==> config.mk <==
export PLATFORM = sky130hd
export DESIGN_NAME = grid_rectangle_occupancy_map_unit
export DESIGN_NICKNAME = d
export VERILOG_FILES = /design/src/rtl/groc_pkg.sv /design/src/rtl/groc_ctrl.sv /design/src/rtl/groc_datapath.sv /design/src/rtl/grid_rectangle_occupancy_map_unit.sv
export SDC_FILE = /design/constraint.sdc
export NUM_CORES = 2
export LEC_CHECK = 0
export BUFFER_PORTS_ARGS = -buffer_cell sky130_fd_sc_hd__buf_2
export CAP_MARGIN = 20
export CORE_ASPECT_RATIO = 1.2
export CORE_MARGIN = 2
export CORE_UTILIZATION = 58
export DETAILED_ROUTE_END_ITERATION = 6
export PLACE_DENSITY_LB_ADDON = 0.12
export SYNTH_ARGS = -nofsm -noshare
export SYNTH_HDL_FRONTEND = slang
export SYNTH_SLANG_ARGS = --single-unit
==> constraint.sdc <==
create_clock -name clk -period 5.3 [get_ports clk]
set_input_delay 0.265 -clock clk [delete_from_list [all_inputs] [get_ports clk]]
set_output_delay 0.265 -clock clk [all_outputs]
set_load 0.01 [all_outputs]
==> src/rtl/groc_pkg.sv <==
// shared types, constants and request codes for the grid occupancy map
package groc_pkg;

    // grid limits
    localparam int MAX_ROWS = 16;
    localparam int MAX_COLS = 16;

    // field and internal widths
    localparam int FLD_W  = 5;
    localparam int OP_W   = 3;
    localparam int CRD_W  = 8;
    localparam int SZ_W   = CRD_W - 1;
    localparam int ROW_W  = (MAX_ROWS > 1) ? $clog2(MAX_ROWS) : 1;
    localparam int CNT_W  = (MAX_ROWS >= 32) ? $clog2(MAX_ROWS + 1) : FLD_W;
    localparam int IDX_W  = 1;

    // request codes
    localparam logic [OP_W-1:0] OP_CHECK   = 3'd0;
    localparam logic [OP_W-1:0] OP_OCCUPY  = 3'd1;
    localparam logic [OP_W-1:0] OP_VACATE  = 3'd2;
    localparam logic [OP_W-1:0] OP_COPY    = 3'd3;
    localparam logic [OP_W-1:0] OP_RESERVE = 3'd4;
    localparam logic [OP_W-1:0] OP_RELEASE = 3'd5;

    // register indexes
    localparam logic [IDX_W-1:0] REG_GRID_ROWS = 1'b0;
    localparam logic [IDX_W-1:0] REG_GRID_COLS = 1'b1;

    // controller states
    typedef enum logic [1:0] {
        ST_IDLE,
        ST_RUN,
        ST_FINISH
    } ctrl_state_t;

    // controller to datapath
    typedef struct packed {
        logic load;
        logic step;
    } dp_cmd_t;

    // datapath to controller
    typedef struct packed {
        logic finished;
        logic stop;
    } dp_status_t;

endpackage

==> src/rtl/groc_ctrl.sv <==
// request sequencer: accepts a request, steps rows, issues the done strobe
module groc_ctrl
    import groc_pkg::*;
(
    input  logic       clk,
    input  logic       rst_n,
    input  logic       start,
    input  dp_status_t status,
    output dp_cmd_t    cmd,
    output logic       busy,
    output logic       done
);

    ctrl_state_t state_reg;
    ctrl_state_t state_next;

    // state register
    always_ff @(posedge clk or negedge rst_n)
    begin
        if (!rst_n)
        begin
            state_reg <= ST_IDLE;
        end
        else
        begin
            state_reg <= state_next;
        end
    end

    // next state
    always_comb
    begin
        state_next = state_reg;
        unique case (state_reg)
            ST_IDLE:
            begin
                if (start)
                begin
                    state_next = ST_RUN;
                end
            end
            ST_RUN:
            begin
                if (status.finished || status.stop)
                begin
                    state_next = ST_FINISH;
                end
            end
            ST_FINISH:
            begin
                state_next = ST_IDLE;
            end
            default:
            begin
                state_next = ST_IDLE;
            end
        endcase
    end

    // outputs
    always_comb
    begin
        cmd.load = 1'b0;
        cmd.step = 1'b0;
        busy     = 1'b1;
        done     = 1'b0;
        unique case (state_reg)
            ST_IDLE:
            begin
                busy     = 1'b0;
                cmd.load = start;
            end
            ST_RUN:
            begin
                cmd.step = !status.finished;
            end
            ST_FINISH:
            begin
                done = 1'b1;
            end
            default:
            begin
                busy = 1'b1;
            end
        endcase
    end

endmodule

==> src/rtl/groc_datapath.sv <==
// datapath: grid size registers, both bitmaps and the per-row update logic
module groc_datapath
    import groc_pkg::*;
(
    input  logic              clk,
    input  logic              rst_n,
    input  dp_cmd_t           cmd,
    output dp_status_t        status,
    input  logic [OP_W-1:0]   req_type,
    input  logic [FLD_W-1:0]  anchor_x,
    input  logic [FLD_W-1:0]  anchor_y,
    input  logic [FLD_W-1:0]  rect_rows,
    input  logic [FLD_W-1:0]  rect_cols,
    input  logic              cfg_wr_en,
    input  logic [IDX_W-1:0]  cfg_addr,
    input  logic [FLD_W-1:0]  cfg_wdata,
    output logic              blocked
);

    // size register write value: zero taken as one, large values saturated
    function automatic logic [SZ_W-1:0] clamp_size(input logic [FLD_W-1:0] v, input int maxv);
        logic [SZ_W-1:0] s;
        begin
            s = SZ_W'(v);
            if (v == '0)
            begin
                s = SZ_W'(1);
            end
            else if (int'(v) > maxv)
            begin
                s = SZ_W'(maxv);
            end
            return s;
        end
    endfunction

    logic [SZ_W-1:0]     grid_rows_reg;
    logic [SZ_W-1:0]     grid_cols_reg;
    logic [MAX_COLS-1:0] main_reg    [MAX_ROWS];
    logic [MAX_COLS-1:0] scratch_reg [MAX_ROWS];
    logic [CNT_W-1:0]    row_cnt_reg;
    logic [CNT_W-1:0]    limit_reg;
    logic                blocked_reg;

    // latched request
    logic [OP_W-1:0]     op_reg;
    logic [FLD_W-1:0]    ax_reg;
    logic [FLD_W-1:0]    ay_reg;
    logic [FLD_W-1:0]    nc_reg;

    logic [CNT_W-1:0]         limit_next;
    logic signed [CRD_W-1:0]  ax_s;
    logic signed [CRD_W-1:0]  end_s;
    logic signed [CRD_W-1:0]  r_s;
    logic signed [CRD_W-1:0]  gr_s;
    logic signed [CRD_W-1:0]  gc_s;
    logic signed [CRD_W-1:0]  cpos;
    logic [MAX_COLS-1:0]      col_mask;
    logic [MAX_COLS-1:0]      row_val;
    logic [MAX_COLS-1:0]      hit;
    logic [MAX_COLS-1:0]      hit_low;
    logic [MAX_COLS-1:0]      resv_mask;
    logic [ROW_W-1:0]         row_sel;
    logic [ROW_W-1:0]         copy_sel;
    logic                     row_ok;
    logic                     col_oob;
    logic                     is_probe;
    logic                     collide;

    // row count of the new request
    always_comb
    begin
        limit_next = '0;
        if (req_type == OP_COPY)
        begin
            limit_next = CNT_W'(MAX_ROWS);
        end
        else if ((req_type == OP_CHECK || req_type == OP_OCCUPY || req_type == OP_VACATE ||
                  req_type == OP_RESERVE || req_type == OP_RELEASE) && rect_cols != '0)
        begin
            limit_next = CNT_W'(rect_rows);
        end
    end

    // current row and column bounds
    always_comb
    begin
        ax_s     = CRD_W'($signed(ax_reg));
        end_s    = ax_s + $signed(CRD_W'(nc_reg));
        r_s      = CRD_W'($signed(ay_reg)) + $signed(CRD_W'(row_cnt_reg));
        gr_s     = $signed(CRD_W'(grid_rows_reg));
        gc_s     = $signed(CRD_W'(grid_cols_reg));
        row_ok   = (r_s >= $signed(CRD_W'(0))) && (r_s < gr_s);
        row_sel  = r_s[ROW_W-1:0];
        copy_sel = row_cnt_reg[ROW_W-1:0];
        col_oob  = (nc_reg != '0) && ((ax_s < $signed(CRD_W'(0))) || (end_s > gc_s));
    end

    // in-range columns of the rectangle
    always_comb
    begin
        col_mask = '0;
        cpos     = '0;
        for (int c = 0; c < MAX_COLS; c++)
        begin
            cpos        = $signed(CRD_W'(c));
            col_mask[c] = (cpos >= ax_s) && (cpos < end_s) && (cpos < gc_s);
        end
    end

    // probe of the current row and the reserve prefix
    always_comb
    begin
        row_val   = (op_reg == OP_CHECK) ? main_reg[row_sel] : scratch_reg[row_sel];
        hit       = row_val & col_mask;
        hit_low   = hit & (~hit + MAX_COLS'(1));
        resv_mask = (hit != '0) ? (col_mask & (hit_low - MAX_COLS'(1))) : col_mask;
        is_probe  = (op_reg == OP_CHECK) || (op_reg == OP_RESERVE);
        collide   = !row_ok || col_oob || (hit != '0);
    end

    assign status.finished = (row_cnt_reg == limit_reg);
    assign status.stop     = is_probe && collide;
    assign blocked         = blocked_reg;

    // request fields
    always_ff @(posedge clk)
    begin
        if (cmd.load)
        begin
            op_reg <= req_type;
            ax_reg <= anchor_x;
            ay_reg <= anchor_y;
            nc_reg <= rect_cols;
        end
    end

    // row counter and result flag
    always_ff @(posedge clk or negedge rst_n)
    begin
        if (!rst_n)
        begin
            row_cnt_reg <= '0;
            limit_reg   <= '0;
            blocked_reg <= 1'b0;
        end
        else if (cmd.load)
        begin
            row_cnt_reg <= '0;
            limit_reg   <= limit_next;
            blocked_reg <= 1'b0;
        end
        else if (cmd.step)
        begin
            row_cnt_reg <= row_cnt_reg + CNT_W'(1);
            if (is_probe && collide)
            begin
                blocked_reg <= 1'b1;
            end
        end
    end

    // grid size registers
    always_ff @(posedge clk or negedge rst_n)
    begin
        if (!rst_n)
        begin
            grid_rows_reg <= SZ_W'(1);
            grid_cols_reg <= SZ_W'(1);
        end
        else if (cfg_wr_en)
        begin
            unique case (cfg_addr)
                REG_GRID_ROWS: grid_rows_reg <= clamp_size(cfg_wdata, MAX_ROWS);
                REG_GRID_COLS: grid_cols_reg <= clamp_size(cfg_wdata, MAX_COLS);
                default:       grid_rows_reg <= grid_rows_reg;
            endcase
        end
    end

    // bitmaps: cleared on reset and on any size write, one row updated per step
    always_ff @(posedge clk or negedge rst_n)
    begin
        if (!rst_n)
        begin
            for (int i = 0; i < MAX_ROWS; i++)
            begin
                main_reg[i]    <= '0;
                scratch_reg[i] <= '0;
            end
        end
        else if (cfg_wr_en)
        begin
            for (int i = 0; i < MAX_ROWS; i++)
            begin
                main_reg[i]    <= '0;
                scratch_reg[i] <= '0;
            end
        end
        else if (cmd.step)
        begin
            if (op_reg == OP_COPY)
            begin
                scratch_reg[copy_sel] <= main_reg[copy_sel];
            end
            else if (row_ok)
            begin
                if (op_reg == OP_OCCUPY)
                begin
                    main_reg[row_sel] <= main_reg[row_sel] | col_mask;
                end
                else if (op_reg == OP_VACATE)
                begin
                    main_reg[row_sel] <= main_reg[row_sel] & ~col_mask;
                end
                else if (op_reg == OP_RELEASE)
                begin
                    scratch_reg[row_sel] <= scratch_reg[row_sel] & ~col_mask;
                end
                else if (op_reg == OP_RESERVE && ax_s >= $signed(CRD_W'(0)))
                begin
                    scratch_reg[row_sel] <= scratch_reg[row_sel] | resv_mask;
                end
            end
        end
    end

endmodule

==> src/rtl/grid_rectangle_occupancy_map_unit.sv <==
// top level of the grid rectangle occupancy map
//
//  channel   signals                                           direction
//  request   start, busy, req_type, anchor_x/y, rect_rows/cols  in (busy out)
//  result    done, blocked                                     out
//  config    cfg_wr_en, cfg_addr, cfg_wdata                    in
//
// done follows after one step per rectangle row (row count up to 31);
// zero columns or an unknown code run no row steps, a copy steps through
// all MAX_ROWS rows; check and reserve end early on a collision.
// busy drops in the cycle after done.
// the row loop reads, modifies and writes one bitmap row per cycle.
// reset clears both maps and sets the grid to one by one; a size write
// clears both maps in the same cycle.
// done is high for exactly one cycle; the receiver cannot stall it.
module grid_rectangle_occupancy_map_unit
    import groc_pkg::*;
(
    input  logic              clk,
    input  logic              rst_n,
    input  logic              start,
    output logic              busy,
    input  logic [OP_W-1:0]   req_type,
    input  logic [FLD_W-1:0]  anchor_x,
    input  logic [FLD_W-1:0]  anchor_y,
    input  logic [FLD_W-1:0]  rect_rows,
    input  logic [FLD_W-1:0]  rect_cols,
    output logic              done,
    output logic              blocked,
    input  logic              cfg_wr_en,
    input  logic [IDX_W-1:0]  cfg_addr,
    input  logic [FLD_W-1:0]  cfg_wdata
);

    dp_cmd_t    cmd;
    dp_status_t status;

    // sequencer
    groc_ctrl u_ctrl (
        .clk    (clk),
        .rst_n  (rst_n),
        .start  (start),
        .status (status),
        .cmd    (cmd),
        .busy   (busy),
        .done   (done)
    );

    // maps and row logic
    groc_datapath u_datapath (
        .clk       (clk),
        .rst_n     (rst_n),
        .cmd       (cmd),
        .status    (status),
        .req_type  (req_type),
        .anchor_x  (anchor_x),
        .anchor_y  (anchor_y),
        .rect_rows (rect_rows),
        .rect_cols (rect_cols),
        .cfg_wr_en (cfg_wr_en),
        .cfg_addr  (cfg_addr),
        .cfg_wdata (cfg_wdata),
        .blocked   (blocked)
    );

endmodule

* Yosys cells after proc, flatten, opt, wreduce, memory -nomap -nowiden *
Cells that the tools add are included.
W data, S select, Z words.

word-level totals
  flip-flop bits (word level) = 557
  bits of input ports = 33
  word-level logic and storage cells = 255

operators by class
  add/subtract/negate cells = 5
  order comparisons = 58
  equal/unequal tests = 18
  mux-type cells = 50
  bitwise operators = 12
  reductions and logical operators = 70

operators by type and width
  cell                     number
  $mux W256                14
  $bwmux W256              5
  $bmux W16 S4             3
  $mux W16                 10
  $demux W16 S4            2
  $and A16 B16 Y16         5
  $lt A5 B8 Y1 const A     8
  $lt A4 B7 Y1 const A     8
  $ge A5 B5 Y1 const A     8
  $logic_and A1 B1 Y1      39
  $lt A4 B8 Y1 const A     4
  $not A16 Y16             2
  $or A16 B16 Y16          2
  $lt A3 B7 Y1 const A     4
  $mux W5                  5
  $ge A4 B5 Y1 const A     4
  $add A16 B1 Y16 const B  1
  $lt A3 B8 Y1 const A     2
  $reduce_bool A16 Y1      1
  $sub A16 B1 Y16 const B  1
  $lt A5 B1 Y1 const B     3
  $add A5 B6 Y7            2
  $lt A1 B7 Y1 const A     2
  $lt A2 B7 Y1 const A     2
  other kinds (39)         76

* Logic depth before layout (Yosys ltp) *
  depth after elaboration = 23
  gate-level depth with buffers = 21
  depth with buffers taken out = 14

* Cells and area by module *
A second synthesis with hierarchy kept.

second synthesis, totals
  cell total of the unflattened synthesis = 3365
  area total of the unflattened synthesis = 33970.1 µm²

modules (own cells, without submodules)
  module         times used  cells each  area each (µm²)  sequential area each (µm²)
  groc_datapath  1           3354        33867.5          13880.8
  groc_ctrl      1           11          102.6            50.0

* Worst setup path after synthesis *
OpenSTA, ideal clock, no wires.

  path type = register -> register
  start point = register u_datapath.row_cnt_reg[0]
  end point = register u_datapath.scratch_reg[63] in the netlist's numbering
  library setup time = 124 ps
  data arrival time = 4897 ps
  required time = 5176 ps
  slack = 279 ps
  stages on the path, launching flop included = 21
  buffers on the path = 8
  path through = dfrtp_1 -> ha_1 -> fa_1 -> xnor2_2 -> inv_2 -> buf_2 -> buf_1 -> buf_2 -> clkbuf_1 -> clkbuf_1 -> ha_1 -> a21o_1 -> a21o_1 -> a221oi_1 -> a31o_2 -> and2_1 -> clkbuf_1 -> buf_2 -> a21oi_1 -> clkbuf_1 -> o31a_1

on the way
  word-level cells in the longest chain between the ends = 23

ends and longest elaborated chain
  item                                             RTL line                                                          text
  start: declaration                               groc_datapath.sv:41                                               logic [CNT_W-1:0] row_cnt_reg;
  start signal: assignment                         groc_datapath.sv:155                                              row_cnt_reg <= row_cnt_reg + CNT_W'(1);
  $add A5 B6 Y7                                    groc_datapath.sv:90                                               r_s = CRD_W'($signed(ay_reg)) + $signed(CRD_W'(row_cnt_reg));
  $not A4 Y5                                       groc_datapath.sv:114, groc_datapath.sv:218, groc_datapath.sv:222
  $bmux W16 S4, on equally long branches           groc_datapath.sv:114, groc_datapath.sv:218, groc_datapath.sv:222
  $mux W16, on equally long branches (2 in a row)  groc_datapath.sv:114, groc_datapath.sv:218, groc_datapath.sv:222
  $mux W16                                         groc_datapath.sv:114                                              row_val = (op_reg == OP_CHECK) ? main_reg[row_sel] : scratch_reg[row_sel];
  $and A16 B16 Y16                                 groc_datapath.sv:115                                              hit = row_val & col_mask;
  $not A16 Y16                                     groc_datapath.sv:116                                              hit_low = hit & (~hit + MAX_COLS'(1));
  $add A16 B1 Y16                                  groc_datapath.sv:116
  [6 not listed]                                   n/a
  $mux W256                                        groc_datapath.sv:220                                              else if (op_reg == OP_RESERVE && ax_s >= $signed(CRD_W'(0)))
  $mux W256                                        groc_datapath.sv:216                                              else if (op_reg == OP_RELEASE)
  $mux W256                                        groc_datapath.sv:212                                              else if (op_reg == OP_VACATE)
  $mux W256                                        groc_datapath.sv:208                                              if (op_reg == OP_OCCUPY)
  $mux W256                                        groc_datapath.sv:206                                              else if (row_ok)
  $mux W256                                        groc_datapath.sv:202                                              if (op_reg == OP_COPY)
  $mux W256                                        groc_datapath.sv:200                                              else if (cmd.step)
  $mux W256                                        groc_datapath.sv:192                                              else if (cfg_wr_en)
  end signal: indexed assignment                   groc_datapath.sv:204                                              scratch_reg[copy_sel] <= main_reg[copy_sel];
  end signal: indexed assignment                   groc_datapath.sv:218                                              scratch_reg[row_sel] <= scratch_reg[row_sel] & ~col_mask;
  end signal: indexed assignment                   groc_datapath.sv:222                                              scratch_reg[row_sel] <= scratch_reg[row_sel] | resv_mask;
  end: declaration                                 groc_datapath.sv:40                                               logic [MAX_COLS-1:0] scratch_reg [MAX_ROWS];

Several ways; a longest one is shown, not always the timed one. The select of a mux whose other input is x is not followed.
A chain may end at the register's enable or synchronous reset.

* Worst setup path after layout *
  start point = register u_datapath.row_cnt_reg[0]
  end point = register u_datapath.scratch_reg[206] in the netlist's numbering

Same word-level chain as after synthesis.

==> results by group <==
Global route
  • Initial antenna violation count: 0
  • First-pass GRT wire length: 172 mm
  • Vias in the first global route: 28,572
  • GRT Total Usage: 39.4%
  • Global route overflow: 0
  • Largest net degree at the start of global routing: 190

Setup path
  • Critical-path top delay cell: fa_4
  • Worst path most repeated cell: buf_4
  • WP data required: 5860 ps
  • Critical Path Fanout Max: 39
  • Worst path max stage delay: 820 ps
  • Crit path DAT: 5620 ps
  • Crit Path Class: reg -> reg
  • Startpoint types: flip-flop
  • Crit. End Element: flip-flop
  • Cells along the critical path: ha_4 > fa_4 > buf_12 > buf_4 > mux4_2 > nand2_1 > a211oi_1 > nor2_1 > mux2i_1 > a22oi_1 > nand4b_2 > buf_4 > o41ai_1 > a311oi_1 > a21oi_1

Timing
  • Fin. Hold Viols: 0
  • Clock skew: 19.4 ps
  • Slew HR: 20.6%
  • Min Clock Period, post-route: 5060 ps
  • Max frequency: 198 MHz
  • Tightest Pin Transition: 1190 ps
  • Tcrit/Tclk final: 95.5%
  • RSZ-0062 raised after global routing: false
  • Max-slew violation count: 0
  • Setup TNS Final: 0 ps
  • Final worst slack: 239 ps
  • Final setup vio count: 0

Placement
  • Pre-CTS WS: 375 ps
  • GPL Wtd Cong: 1.02
  • Number of I/O port buffers: 35
  • HPWL after DPL: 73.3 mm

Routing
  • Starting DRT DRC Count: 3,433
  • Total number of vias: 28,433
  • Via-to-Cell Ratio: 7.17
  • Final WL: 113 mm
  • Residual DRC: 0
  • ANT nets after route: 0
  • DR WL/cell: 28.4 microns
  • TritonRoute pass-1 iters: 7

Die
  • # rows: 94
  • DIE AREA: 57,600 sq um
  • Die extent in x: 219 microns
  • Die H: 262 microns
  • Ports: 36
  • Core Region: 54,900 sq um
  • Initial Util: 58.8%

Run
  • Max cap viols: 0

Clock network
  • TritonCTS clock tree: built
  • CTS Buffer Depth: 3
  • Worst skew pair latency: 640 ps
  • Num CTS Buffers: 56
  • Root buffer cell: clkbuf_16
  • CTS HTree Levels: 2
  • Post-CTS Setup Repair Bufs: 0
  • CTS sink count: 553
  • Worst-path clk slew: 60 ps

Logic synthesis
  • Yosys warning count: 0
  • Syn_area_per_cell: 9.96 sq um
  • Ys async rst share: 96.7%
  • Post-synth top area cell: dfrtp_1
  • Post-Syn Area: 32,300 sq um
  • Mapped Cells: 3,241
  • Unique masters post-synth: 87
  • Top-area cell type share of the netlist area: 41.3%
  • Synth Flop Type: dfrtp_1
  • Ranking of synthesized cells by area: dfrtp_1, mux4_2, a211oi_1, nor2_1, nand2_1
  • Post-synth EDFFs: 18
  • Seq cells post-synth: 553
  • Synthesized Nets: 3,301
  • Post-synthesis sequential area ratio: 43.1%

Layout
  • Area Growth Syn to Fin: 10.9%
  • Multi-input gate area: 17,200 sq um
  • Diode count: 0
  • Layout cells sized above 1: 17.5%
  • Sequential cell area: 13,900 sq um
  • Number of nets in the layout: 3,268
  • # fillers: 4,366

Min path
  • Hold WC Path Type: in -> reg

Power and ir drop
  • Power Dens Cells: 445 nW/um^2
  • VDD IR-drop max: 0.422 mV
  • Leakage: 13.6 nW

Outcome
  • Outcome: completed
## timing repair
item | in CTS | in global routing
hold buffers | 28 | 0
endpoints found under the hold margin | 116 | 0
gates resized for setup | 0 | 0
## power by group
part	switching [mW]	total (mW)	internal [mW]
registers	0.197	4.71	4.51
logic	4.86	7.10	2.24
clock network	1.75	4.13	2.38
## Yosys cell counts, types with 15 or more instances
master    number
a21o_1        17
inv_1         28
nand2b_1      26
o21a_1        22
ha_1          25
nor2_1       446
nand4_1       35
buf_2         36
edfxtp_1      18
mux2_2        15
nor2b_1       25
a211oi_1     292
o221ai_1      52
nor3_1        35
a22oi_1       48
o211ai_1      77
a21oi_1      113
nand3_1      112
buf_1         26
clkbuf_1     223
o31a_1        16
a22o_1        20
dfrtp_1      533
nand2_1      388
o21ai_1       18
and3_1        19
o21ai_0      175
mux4_2       205
o22a_1        16
## placed cells by master (no fill, tap or decap), types with 12 or more instances in the layout
cell type | netlist | final
a22oi_1 | 48 | 48
inv_1 | 28 | 28
nand3_1 | 112 | 110
nor2_4 | 0 | 13
o211ai_1 | 77 | 77
o21ai_0 | 175 | 175
o221ai_1 | 52 | 52
buf_2 | 36 | 33
dlygate4sd3_1 | 0 | 28
a21o_1 | 17 | 17
clkbuf_8 | 0 | 12
buf_4 | 3 | 131
o21a_1 | 22 | 22
dfrtp_1 | 533 | 529
mux2_2 | 15 | 15
nand2b_1 | 26 | 26
nand2_1 | 388 | 388
ha_1 | 25 | 24
nand4_1 | 35 | 35
a211oi_1 | 292 | 292
o21ai_1 | 18 | 14
a22o_1 | 20 | 20
o31a_1 | 16 | 16
mux4_2 | 205 | 205
nor2b_1 | 25 | 25
nor3_1 | 35 | 31
buf_12 | 0 | 13
edfxtp_1 | 18 | 18
a21oi_1 | 113 | 105
clkbuf_16 | 0 | 56
o22a_1 | 16 | 16
nor2_1 | 446 | 432
and3_1 | 19 | 19
## path summary, 6_finish.rpt
check	from	endpoint	slack (ps)	cells after the start
worst max register to register	u_datapath.row_cnt_reg[0]	u_datapath.scratch_reg[206]	240	15
min in group asynchronous	rst_n	u_datapath.scratch_reg[161]	220	2
max in group asynchronous	rst_n	u_datapath.row_cnt_reg[0]	3400	3
worst min register to register	u_datapath.scratch_reg[19]	u_datapath.scratch_reg[19]	480	2
worst max-delay path	u_datapath.row_cnt_reg[0]	u_datapath.scratch_reg[206]	240	15
worst min-delay path	cfg_addr	u_datapath.grid_cols_reg[0]	60	4
## metrics by stage
| stage | cell area [sq um] | std cells | total power, mW | utilization (%) | hold slack (ps) |
|---|---|---|---|---|---|
| 6_report | 35800 | 3968 | 15.9 | 65.2 | 58.6 |
| 5_1_grt | 35800 | 3968 | 16.4 | 65.2 | 150 |
| 4_1_cts | 35800 | 3967 | 15.7 | 65.1 | 59.9 |
| 3_5_place_dp | 33600 | 3841 | 11.6 | 61.2 | 342 |
| 3_3_place_gp | 33600 | 3841 | 11.5 | 61.2 | 339 |
| 2_1_floorplan | 32300 | 3241 | 9.07 | - | -30.6 |
## worst max-delay path, delay by kind of cell (launching register included)
family	cells	cell delay [ps]
AO/OA/AOI/OAI	5	1570
adder cells (fa/ha/maj)	2	1000
AND/OR/NAND/NOR	3	720
buffers and inverters	3	700
flip-flops	1	500
multiplexers	2	470
## cell type report
type                    instances  share of cell area (%)
multi-input cells            2358                    48.1
flip-flops and latches        553                    38.9
repair buffers                208                    4.88
clock buffers                  78                    4.45
well taps                     720                    2.52
clock inverters                20                   0.762
inverters                      31                   0.325
## per-layer routing
layer	global-route usage, %	wire length, microns	part of all wire, %	up-vias
li1	-	-	-	12117
met1	48.8	40500	36	14172
met2	63.7	54600	49	1690
met3	7.85	9610	8.5	454
met4	24.1	7870	7.0	0
met5	0	0	0	-
## logic make-up (layout without fill, tap and decap cells)
family	count (synthesis)	after routing	synth area share, %
flops	553	553	43.1
compound gates	960	960	21.0
mux	231	231	15.2
buf+inv	330	337	4.27
fa+ha+maj	27	27	1.09
xor+xnor	16	16	0.457
simple gates	1124	1124	14.9
(Power assumes the default switching activity.)
